`config.mk`:
```
export PLATFORM = sky130hd
export DESIGN_NAME = ffua_seq
export DESIGN_NICKNAME = d
export VERILOG_FILES = /design/src/design/ffua_pkg.sv /design/src/design/ffua_seq.sv
export SDC_FILE = /design/constraint.sdc
export NUM_CORES = 1
export LEC_CHECK = 0
export ABC_AREA = 1
export BUFFER_PORTS_ARGS = -buffer_cell sky130_fd_sc_hd__clkbuf_2
export CAP_MARGIN = 10
export CELL_PAD_IN_SITES_DETAIL_PLACEMENT = 0
export CELL_PAD_IN_SITES_GLOBAL_PLACEMENT = 2
export CORE_MARGIN = 8
export CORE_UTILIZATION = 34
export CTS_CLUSTER_SIZE = 10
export DETAILED_ROUTE_END_ITERATION = 7
export PLACE_DENSITY = 0.86
export SETUP_SLACK_MARGIN = 0.3
export SYNTH_ARGS = -nofsm -noshare
export SYNTH_HDL_FRONTEND = slang
export SYNTH_SLANG_ARGS = --single-unit
```
`constraint.sdc`:
```
create_clock -name clk -period 3.4 [get_ports clk]
set_input_delay 0.34 -clock clk [delete_from_list [all_inputs] [get_ports clk]]
set_output_delay 0.34 -clock clk [all_outputs]
set_load 0.05 [all_outputs]
```
`src/design/ffua_pkg.sv`:
```
`default_nettype none
package ffua_pkg;

  // Fixed field widths of the request and response items.
  localparam int ID_W   = 8;
  localparam int SIZE_W = 11;
  localparam int POS_W  = 10;
  localparam int TAG_W  = ID_W + 1;

  // Response status codes.
  typedef enum logic [1:0] {
    ST_ALLOCATED = 2'd0,
    ST_FAILED    = 2'd1,
    ST_RELEASED  = 2'd2
  } status_t;

  // Request kinds.
  localparam logic KIND_ALLOC   = 1'b0;
  localparam logic KIND_RELEASE = 1'b1;

  // Sequencer states.
  typedef enum logic [2:0] {
    S_CLEAR,
    S_IDLE,
    S_ASCAN,
    S_GRANT,
    S_RSCAN,
    S_DONE
  } state_t;

  typedef struct packed {
    logic              kind;
    logic [ID_W-1:0]   process_id;
    logic [SIZE_W-1:0] size;
  } req_t;

  typedef struct packed {
    status_t          status;
    logic [POS_W-1:0] block_start;
    logic [POS_W-1:0] block_end;
  } res_t;

endpackage
`default_nettype wire

```
`src/design/ffua_seq.sv`:
```
`default_nettype none
module ffua_seq
  import ffua_pkg::*;
#(
  parameter int UNITS = 1024,
  parameter int AW    = 10
) (
  input  wire logic             clk,
  input  wire logic             rst,
  input  wire logic             in_valid,
  output logic                  in_ready,
  input  wire req_t             in_req,
  output logic                  res_valid,
  input  wire logic             res_ready,
  output res_t                  res_out,
  output logic                  mem_we,
  output logic      [AW-1:0]    mem_waddr,
  output logic      [TAG_W-1:0] mem_wdata,
  output logic                  mem_re,
  output logic      [AW-1:0]    mem_raddr,
  input  wire logic [TAG_W-1:0] mem_q
);

  localparam int CW = AW + 1;

  state_t          state, state_next;
  logic [CW-1:0]   rd_addr, rd_addr_next;
  logic            p_vld, p_vld_next;
  logic [AW-1:0]   p_addr, p_addr_next;
  logic [CW-1:0]   run_len, run_len_next;
  logic [AW-1:0]   run_first, run_first_next;
  logic [CW-1:0]   req_size, req_size_next;
  logic [ID_W-1:0] req_id, req_id_next;
  logic [AW-1:0]   g_addr, g_addr_next;
  logic [CW-1:0]   g_left, g_left_next;
  res_t            res, res_next;

  logic            rd_done;
  logic [31:0]     size_w;
  logic            size_ok;
  logic [CW-1:0]   len_inc;
  logic [AW-1:0]   start_pos;

  // Unit index to the 10-bit position field, masked as needed.
  function automatic logic [POS_W-1:0] to_pos(input logic [AW-1:0] a);
    logic [31:0] w;
    w = 32'(a);
    return w[POS_W-1:0];
  endfunction

  assign rd_done  = (rd_addr == CW'(UNITS));
  assign size_w   = 32'(in_req.size);
  assign size_ok  = (size_w != 32'd0) && (size_w <= 32'(UNITS));
  assign len_inc  = run_len + CW'(1);
  assign start_pos = (run_len == '0) ? p_addr : run_first;

  assign in_ready = (state == S_IDLE);
  assign res_out  = res;

  // Next state, table accesses and result.
  always_comb begin
    state_next     = state;
    rd_addr_next   = rd_addr;
    p_vld_next     = p_vld;
    p_addr_next    = p_addr;
    run_len_next   = run_len;
    run_first_next = run_first;
    req_size_next  = req_size;
    req_id_next    = req_id;
    g_addr_next    = g_addr;
    g_left_next    = g_left;
    res_next       = res;
    mem_we         = 1'b0;
    mem_waddr      = p_addr;
    mem_wdata      = '0;
    mem_re         = 1'b0;
    mem_raddr      = rd_addr[AW-1:0];
    res_valid      = 1'b0;

    case (state)
      S_CLEAR: begin
        // Clearing pass: mark every unit free, one per cycle.
        mem_we       = 1'b1;
        mem_waddr    = rd_addr[AW-1:0];
        rd_addr_next = rd_addr + CW'(1);
        if (rd_addr == CW'(UNITS - 1)) begin
          state_next = S_IDLE;
        end
      end

      S_IDLE: begin
        if (in_valid) begin
          req_id_next  = in_req.process_id;
          rd_addr_next = '0;
          p_vld_next   = 1'b0;
          run_len_next = '0;
          if (in_req.kind == KIND_RELEASE) begin
            state_next = S_RSCAN;
          end else if (size_ok) begin
            req_size_next = size_w[CW-1:0];
            state_next    = S_ASCAN;
          end else begin
            res_next   = '{status: ST_FAILED, block_start: '0, block_end: '0};
            state_next = S_DONE;
          end
        end
      end

      S_ASCAN: begin
        // Stream reads; the tag of the previous address arrives this cycle.
        if (!rd_done) begin
          mem_re       = 1'b1;
          rd_addr_next = rd_addr + CW'(1);
        end
        p_vld_next  = !rd_done;
        p_addr_next = rd_addr[AW-1:0];
        if (p_vld) begin
          if (!mem_q[TAG_W-1]) begin
            run_first_next = start_pos;
            run_len_next   = len_inc;
            if (len_inc == req_size) begin
              g_addr_next = start_pos;
              g_left_next = req_size;
              res_next    = '{status: ST_ALLOCATED, block_start: to_pos(start_pos),
                              block_end: to_pos(p_addr)};
              state_next  = S_GRANT;
            end
          end else begin
            run_len_next = '0;
          end
        end else if (rd_done) begin
          res_next   = '{status: ST_FAILED, block_start: '0, block_end: '0};
          state_next = S_DONE;
        end
      end

      S_GRANT: begin
        // Tag the run with the owner, one unit per cycle.
        mem_we      = 1'b1;
        mem_waddr   = g_addr;
        mem_wdata   = {1'b1, req_id};
        g_addr_next = g_addr + AW'(1);
        g_left_next = g_left - CW'(1);
        if (g_left == CW'(1)) begin
          state_next = S_DONE;
        end
      end

      S_RSCAN: begin
        // Read each unit and free it in the next cycle if the owner matches.
        if (!rd_done) begin
          mem_re       = 1'b1;
          rd_addr_next = rd_addr + CW'(1);
        end
        p_vld_next  = !rd_done;
        p_addr_next = rd_addr[AW-1:0];
        if (p_vld) begin
          if (mem_q == {1'b1, req_id}) begin
            mem_we    = 1'b1;
            mem_waddr = p_addr;
          end
        end else if (rd_done) begin
          res_next   = '{status: ST_RELEASED, block_start: '0, block_end: '0};
          state_next = S_DONE;
        end
      end

      S_DONE: begin
        res_valid = 1'b1;
        if (res_ready) begin
          state_next = S_IDLE;
        end
      end

      default: begin
        state_next = S_IDLE;
      end
    endcase
  end

  // Control registers.
  always_ff @(posedge clk) begin
    if (rst) begin
      state   <= S_CLEAR;
      rd_addr <= '0;
      p_vld   <= 1'b0;
      run_len <= '0;
      g_left  <= '0;
    end else begin
      state   <= state_next;
      rd_addr <= rd_addr_next;
      p_vld   <= p_vld_next;
      run_len <= run_len_next;
      g_left  <= g_left_next;
    end
  end

  // Payload registers.
  always_ff @(posedge clk) begin
    p_addr    <= p_addr_next;
    run_first <= run_first_next;
    req_size  <= req_size_next;
    req_id    <= req_id_next;
    g_addr    <= g_addr_next;
    res       <= res_next;
  end

  // A write never targets the entry being read in the same cycle.
  a_no_rw_clash: assert property (@(posedge clk) disable iff (rst)
    mem_we && mem_re |-> mem_waddr != mem_raddr)
    else $error("table read and write hit the same unit");

  // A run that reaches the requested size always leaves the scan.
  a_run_bound: assert property (@(posedge clk) disable iff (rst)
    state == S_ASCAN |-> run_len < req_size)
    else $error("free run grew past the requested size");

  // The grant phase always has a unit left to write.
  a_grant_count: assert property (@(posedge clk) disable iff (rst)
    state == S_GRANT |-> g_left != '0)
    else $error("grant count ran out inside the grant phase");

  // An accepted item always starts work.
  a_accept_busy: assert property (@(posedge clk) disable iff (rst)
    in_valid && in_ready |=> state != S_IDLE)
    else $error("accepted item was dropped");

endmodule
`default_nettype wire

```
Word-level counts from Yosys, hierarchy flattened
Cells that the tools add are included.
{"block": "op_classes", "add_sub_neg": 4, "n_lt_le_gt_ge": 1, "n_bitwise": 2, "reduce_logical": 21, "n_mux": 47, "n_eq_ne": 25}
{"operator": "22-bit 2-to-1 mux", "n": 9}
{"operator": "11-bit 2-to-1 mux", "n": 7}
{"operator": "22-bit one-hot mux with 3 select lines", "n": 1}
{"operator": "11-bit one-hot mux with 2 select lines", "n": 2}
{"operator": "10-bit 2-to-1 mux", "n": 4}
{"operator": "10-bit one-hot mux with 2 select lines", "n": 2}
{"operator": "3-bit 2-to-1 mux", "n": 11}
{"operator": "11-bit one-hot mux with 3 select lines", "n": 1}
{"operator": "32-bit nonzero test", "n": 1}
{"operator": "2-bit inequality test, second input constant", "n": 12}
{"operator": "11-bit by 1-bit adder with 11-bit output, second input constant", "n": 2}
{"operator": "3-bit one-hot mux with 6 select lines", "n": 1}
{"operator": "11-bit by 1-bit equality test with 1-bit output, second input constant", "n": 1}
{"operator": "11-bit by 10-bit equality test with 1-bit output, second input constant", "n": 1}
{"operator": "11-bit equality test", "n": 1}
{"operator": "11-bit equality test, second input constant", "n": 1}
{"operator": "11-bit less-or-equal comparator, second input constant", "n": 1}
{"operator": "11-bit logical NOT", "n": 1}
{"operator": "11-bit by 1-bit subtractor with 11-bit output, second input constant", "n": 1}
{"operator": "10-bit by 1-bit adder with 10-bit output, second input constant", "n": 1}
{"operator": "9-bit equality test", "n": 1}
{"operator": "9-bit 2-to-1 mux", "n": 1}
{"operator": "3-bit inequality test, second input constant", "n": 3}
{"operator": "3-bit AND reduction", "n": 3}
{"operator": "other kinds (16)", "n": 31}
{"block": "word_totals", "register_bits": 108, "output_inout_bits": 55, "input_bits": 33}

Longest topological paths before layout
{"block": "logic_depth", "depth_word": 6, "mapped_depth": 16, "mapped_depth_nobuf": 16}

Worst setup path before layout
Ideal clock, no wire load.
{"block": "synth_timing", "kind": "register to register", "start": "register run_len[0]", "end": "register res, in the netlist res_out[0], enable pin", "setup_ps": 401, "arrival_time_ps": 2573, "path_buffers": 0, "path_stages_with_launch": 12, "period_less_slack_ps": 2973, "path_slack_ps": 427, "required_ps": 2999, "path_cell_list": "dfxtp_1 inv_2 ha_1 xnor2_1 nand2_1 nor2_1 nand2_1 nor2_1 nand3_2 o21ai_2 nand3_1 nor2_1"}
{"block": "synth_via", "elab_chain_cells": 4}
{"item": "start: declaration", "line_no": "ffua_seq.sv:30", "source": "logic [CW-1:0] run_len, run_len_next;"}
{"item": "start signal: assignment", "line_no": "ffua_seq.sv:193", "source": "run_len <= run_len_next;"}
{"item": "11-bit by 1-bit adder with 11-bit output", "line_no": "ffua_seq.sv:54", "source": "assign len_inc = run_len + CW'(1);"}
{"item": "11-bit equality test", "line_no": "ffua_seq.sv:121", "source": "if (len_inc == req_size) begin"}
{"item": "3-bit inequality test (no source line)"}
{"item": "9-bit AND reduction (no source line)"}
{"item": "end signal: assignment", "line_no": "ffua_seq.sv:205", "source": "res <= res_next;"}
{"item": "end: declaration", "line_no": "ffua_seq.sv:36", "source": "res_t res, res_next;"}
Every way passes these cells.
A chain may end at the register's enable or synchronous reset.

Final worst setup path
{"block": "layout_timing", "start": "register run_len[0]", "end": "register res, in the netlist res_out[12], enable pin"}
Same word-level chain as after synthesis.

==> reports/results.ini <==
[outcome]
outcome=finished clean

[global_routing]
grt_start_max_net_pins=32
antenna_found_initial=0
grt.total_usage=0.1426
grt_overflow=0
grt_pass1_vias=4765
grt_pass1_wl_um=24550

[cts]
cts.hold.buffers_added=0
clk_path_buf_depth=2
cts_setup_buffers=0
root_buffer=clkbuf_16
clk_pin_slew_ps=80
cts_resized=0
tritoncts=yes
cts_buffers=9
cts_sinks=108
htree_levels=3
clk_latency_ps=360

[route]
final_antenna_net_count=0
drt_wl_total_um=15660
routedWlPerCell_um=15.27
drt_iter0_drc=347
vias=4941
drc=0
drt-vias-per-instance=4.820
dr.pass1.iters=5

[worst_setup_path]
crit_type=reg -> reg
cp_data_required_time_ps=3430
cp_common_cell=nand3_1
cp_top_family=simple AND/OR/NAND/NOR gates
arrival_ps=2620
crit_slowest_cell=dfxtp_1
path_buf_inv=2
startpoint_type=flop
path_cells=ha_1, nand2_4, nor2_1, nand3_1, nand3_1, nand2_1, inv_1, nand3_2, o21ai_2, nand3_1, nor2_2, buf_4
cp_slowest_stage_delay_ps=430
worstSetupEndpointType=flop
cp_max_fo=22

[die]
pin_count=88
start_util=0.3438
die_w_um=147.3
die-area_um2=21710
fp.coreArea_um2=17060
die_h_um=147.3
fp-row-count=48

[yosys]
synthCells=723
synth-seq-area-share=0.4899
synth.net_count=763
synth_area_per_cell_um2=8.111
synth.cell_area_um2=5864
yosysWarningCount=0
synth-seq-cells=108
synth_cell_type_count=44

[final_layout]
drive_above_1_share=0.1888
nets=835
fillCellCount=1802
diodes=0
area_growth_pct=14.32
seq_area_um2=2873
multi_input_area_um2=2381

[sta]
skew_ps=10.40
finalSetupViolCount=0
drv_slew=0
rsz0062_at_grt=false
post-route-period-util=0.7617
post-route-min-period_ps=2590
setup_tns_ps=0
fmax_mhz=386.2
hold_viol_final=0
max_slew_margin=0.3972
tightest_slew_ps=903.2
layout_setup_ws_ps=810.4

[place]
port_buffers=87
dpl.hpwl_um=12010
gp_congestion=0.8788
dp_slack_ps=812.4

[min_path]
hold_class=in -> reg

[pwr]
ir_drop_v=0.0004714
p_per_area_nw_per_um2=777.0
p_leak_nw=2.837

[flow_run]
maxCapViolCount=0

==> worst reg2reg max path: stages, from the launching register on <==
cell	delay (ps)
dfxtp_1	430
ha_1	290
nand2_4	110
nor2_1	190
nand3_1	140
nand3_1	100
nand2_1	50
inv_1	60
nand3_2	110
o21ai_2	250
nand3_1	120
nor2_2	90
buf_4	300
==> logic make-up after synthesis <==
group,synth area share
compound gates,0.09985
xor+xnor,0.02390
fa+ha+maj,0.01493
buf+inv,0.1045
flops,0.4899
simple gates,0.2669
==> synthesized netlist by cell type (all sizes together) <==
library cell / count / area, um^2
a21boi: 1 / 7.510
a21oi: 31 / 177.7
a221o: 1 / 10.01
a221oi: 1 / 8.760
a22oi: 1 / 7.510
and2: 1 / 6.260
buf: 18 / 140.1
clkbuf: 11 / 42.54
clkinv: 1 / 3.750
dfxtp: 37 / 740.7
dlygate4sd1: 2 / 17.52
edfxtp: 71 / 2132
ha: 7 / 87.58
inv: 109 / 409.1
nand2: 162 / 648.1
nand3: 55 / 290.3
nand3b: 2 / 15.01
nand4: 16 / 100.1
nor2: 97 / 389.1
nor3: 13 / 65.06
nor3b: 1 / 7.510
nor4: 2 / 12.51
o2111ai: 1 / 8.760
o211ai: 1 / 7.510
o21a: 3 / 22.52
o21ai: 44 / 227.7
o221ai: 10 / 87.58
o22ai: 2 / 12.51
o31ai: 1 / 7.510
or2: 5 / 31.28
xnor2: 6 / 52.55
xor2: 10 / 87.58
==> area by class of cell <==
| type | instances | area share |
|---|---|---|
| flip-flops and latches | 108 | 0.4285 |
| multi-input cells | 474 | 0.3552 |
| repair buffers | 92 | 0.07055 |
| inverters | 110 | 0.06159 |
| clock inverters | 7 | 0.008585 |
| clock buffers | 9 | 0.03359 |
| well taps | 225 | 0.04199 |
==> registers in the layout, summed over array words and instances (netlist names) <==
register and count:
g_addr 10, g_left 11, p_addr 10, p_vld 1
rd_addr 11, req_id 8, req_size 11, res_out 22
run_first 10, run_len 11, state 3
==> cells in the final DEF (no fill, tap or decap), types with 2 or more instances in the layout <==
cell type / netlist / final
nand3_1: 52 / 52
nor2_2: 7 / 8
nand3b_1: 2 / 2
nand4_1: 16 / 16
nand2_4: 3 / 3
a21oi_1: 25 / 25
buf_4: 14 / 5
nand3_2: 3 / 3
nand2_2: 7 / 7
or2_2: 5 / 5
o22ai_1: 2 / 2
edfxtp_1: 71 / 71
dfxtp_1: 37 / 37
o21ai_0: 39 / 39
nand2_1: 152 / 152
clkinv_2: 0 / 2
nor3_1: 13 / 13
a21oi_2: 6 / 6
xor2_1: 10 / 10
ha_1: 7 / 7
o221ai_1: 10 / 10
o21ai_1: 3 / 3
inv_8: 0 / 2
nor4_1: 2 / 2
xnor2_1: 6 / 6
clkbuf_16: 0 / 9
inv_2: 8 / 8
nor2_1: 89 / 88
o21ai_2: 2 / 2
inv_1: 101 / 101
clkbuf_2: 1 / 87
o21a_1: 3 / 3
==> metal layers <==
layer / global-route usage / part of all wire
met5: 0 / 0
met4: 0.04589 / 0.015
met3: 0.03445 / 0.054
met2: 0.2399 / 0.48
met1: 0.1759 / 0.45
==> power breakdown <==
group          leakage, nW  internal [mW]  switching, mW
clock                0.140          0.509          0.511
sequential           0.960           1.78          0.141
combinational         1.74          0.482           1.79
total                 2.84           2.77           2.44
==> worst paths after layout <==
| check | startpoint | slack, ps | cells after the start | to |
|---|---|---|---|---|
| max | run_len[0] | 810 | 12 | res_out[12] |
| min | in_req[11] | 160 | 1 | req_id[0] |
| max reg2reg | run_len[0] | 810 | 12 | res_out[12] |
| min reg2reg | rd_addr[3] | 500 | 0 | p_addr[3] |
==> stage by stage <==
step / utilization / cell area [um^2] / hold slack [ps] / cells / power [mW]
after floorplan: - / 5864 / 438.9 / 723 / 3.651
after global placement: 0.3765 / 6421 / 470.9 / 1009 / 4.222
after detailed placement: 0.3765 / 6421 / 474.5 / 1009 / 4.241
after CTS: 0.3930 / 6704 / 146.2 / 1025 / 5.263
after global routing: 0.3930 / 6704 / 142.4 / 1025 / 5.495
final: 0.3930 / 6704 / 157.2 / 1025 / 5.209
Power figures use the tool's default switching activity.
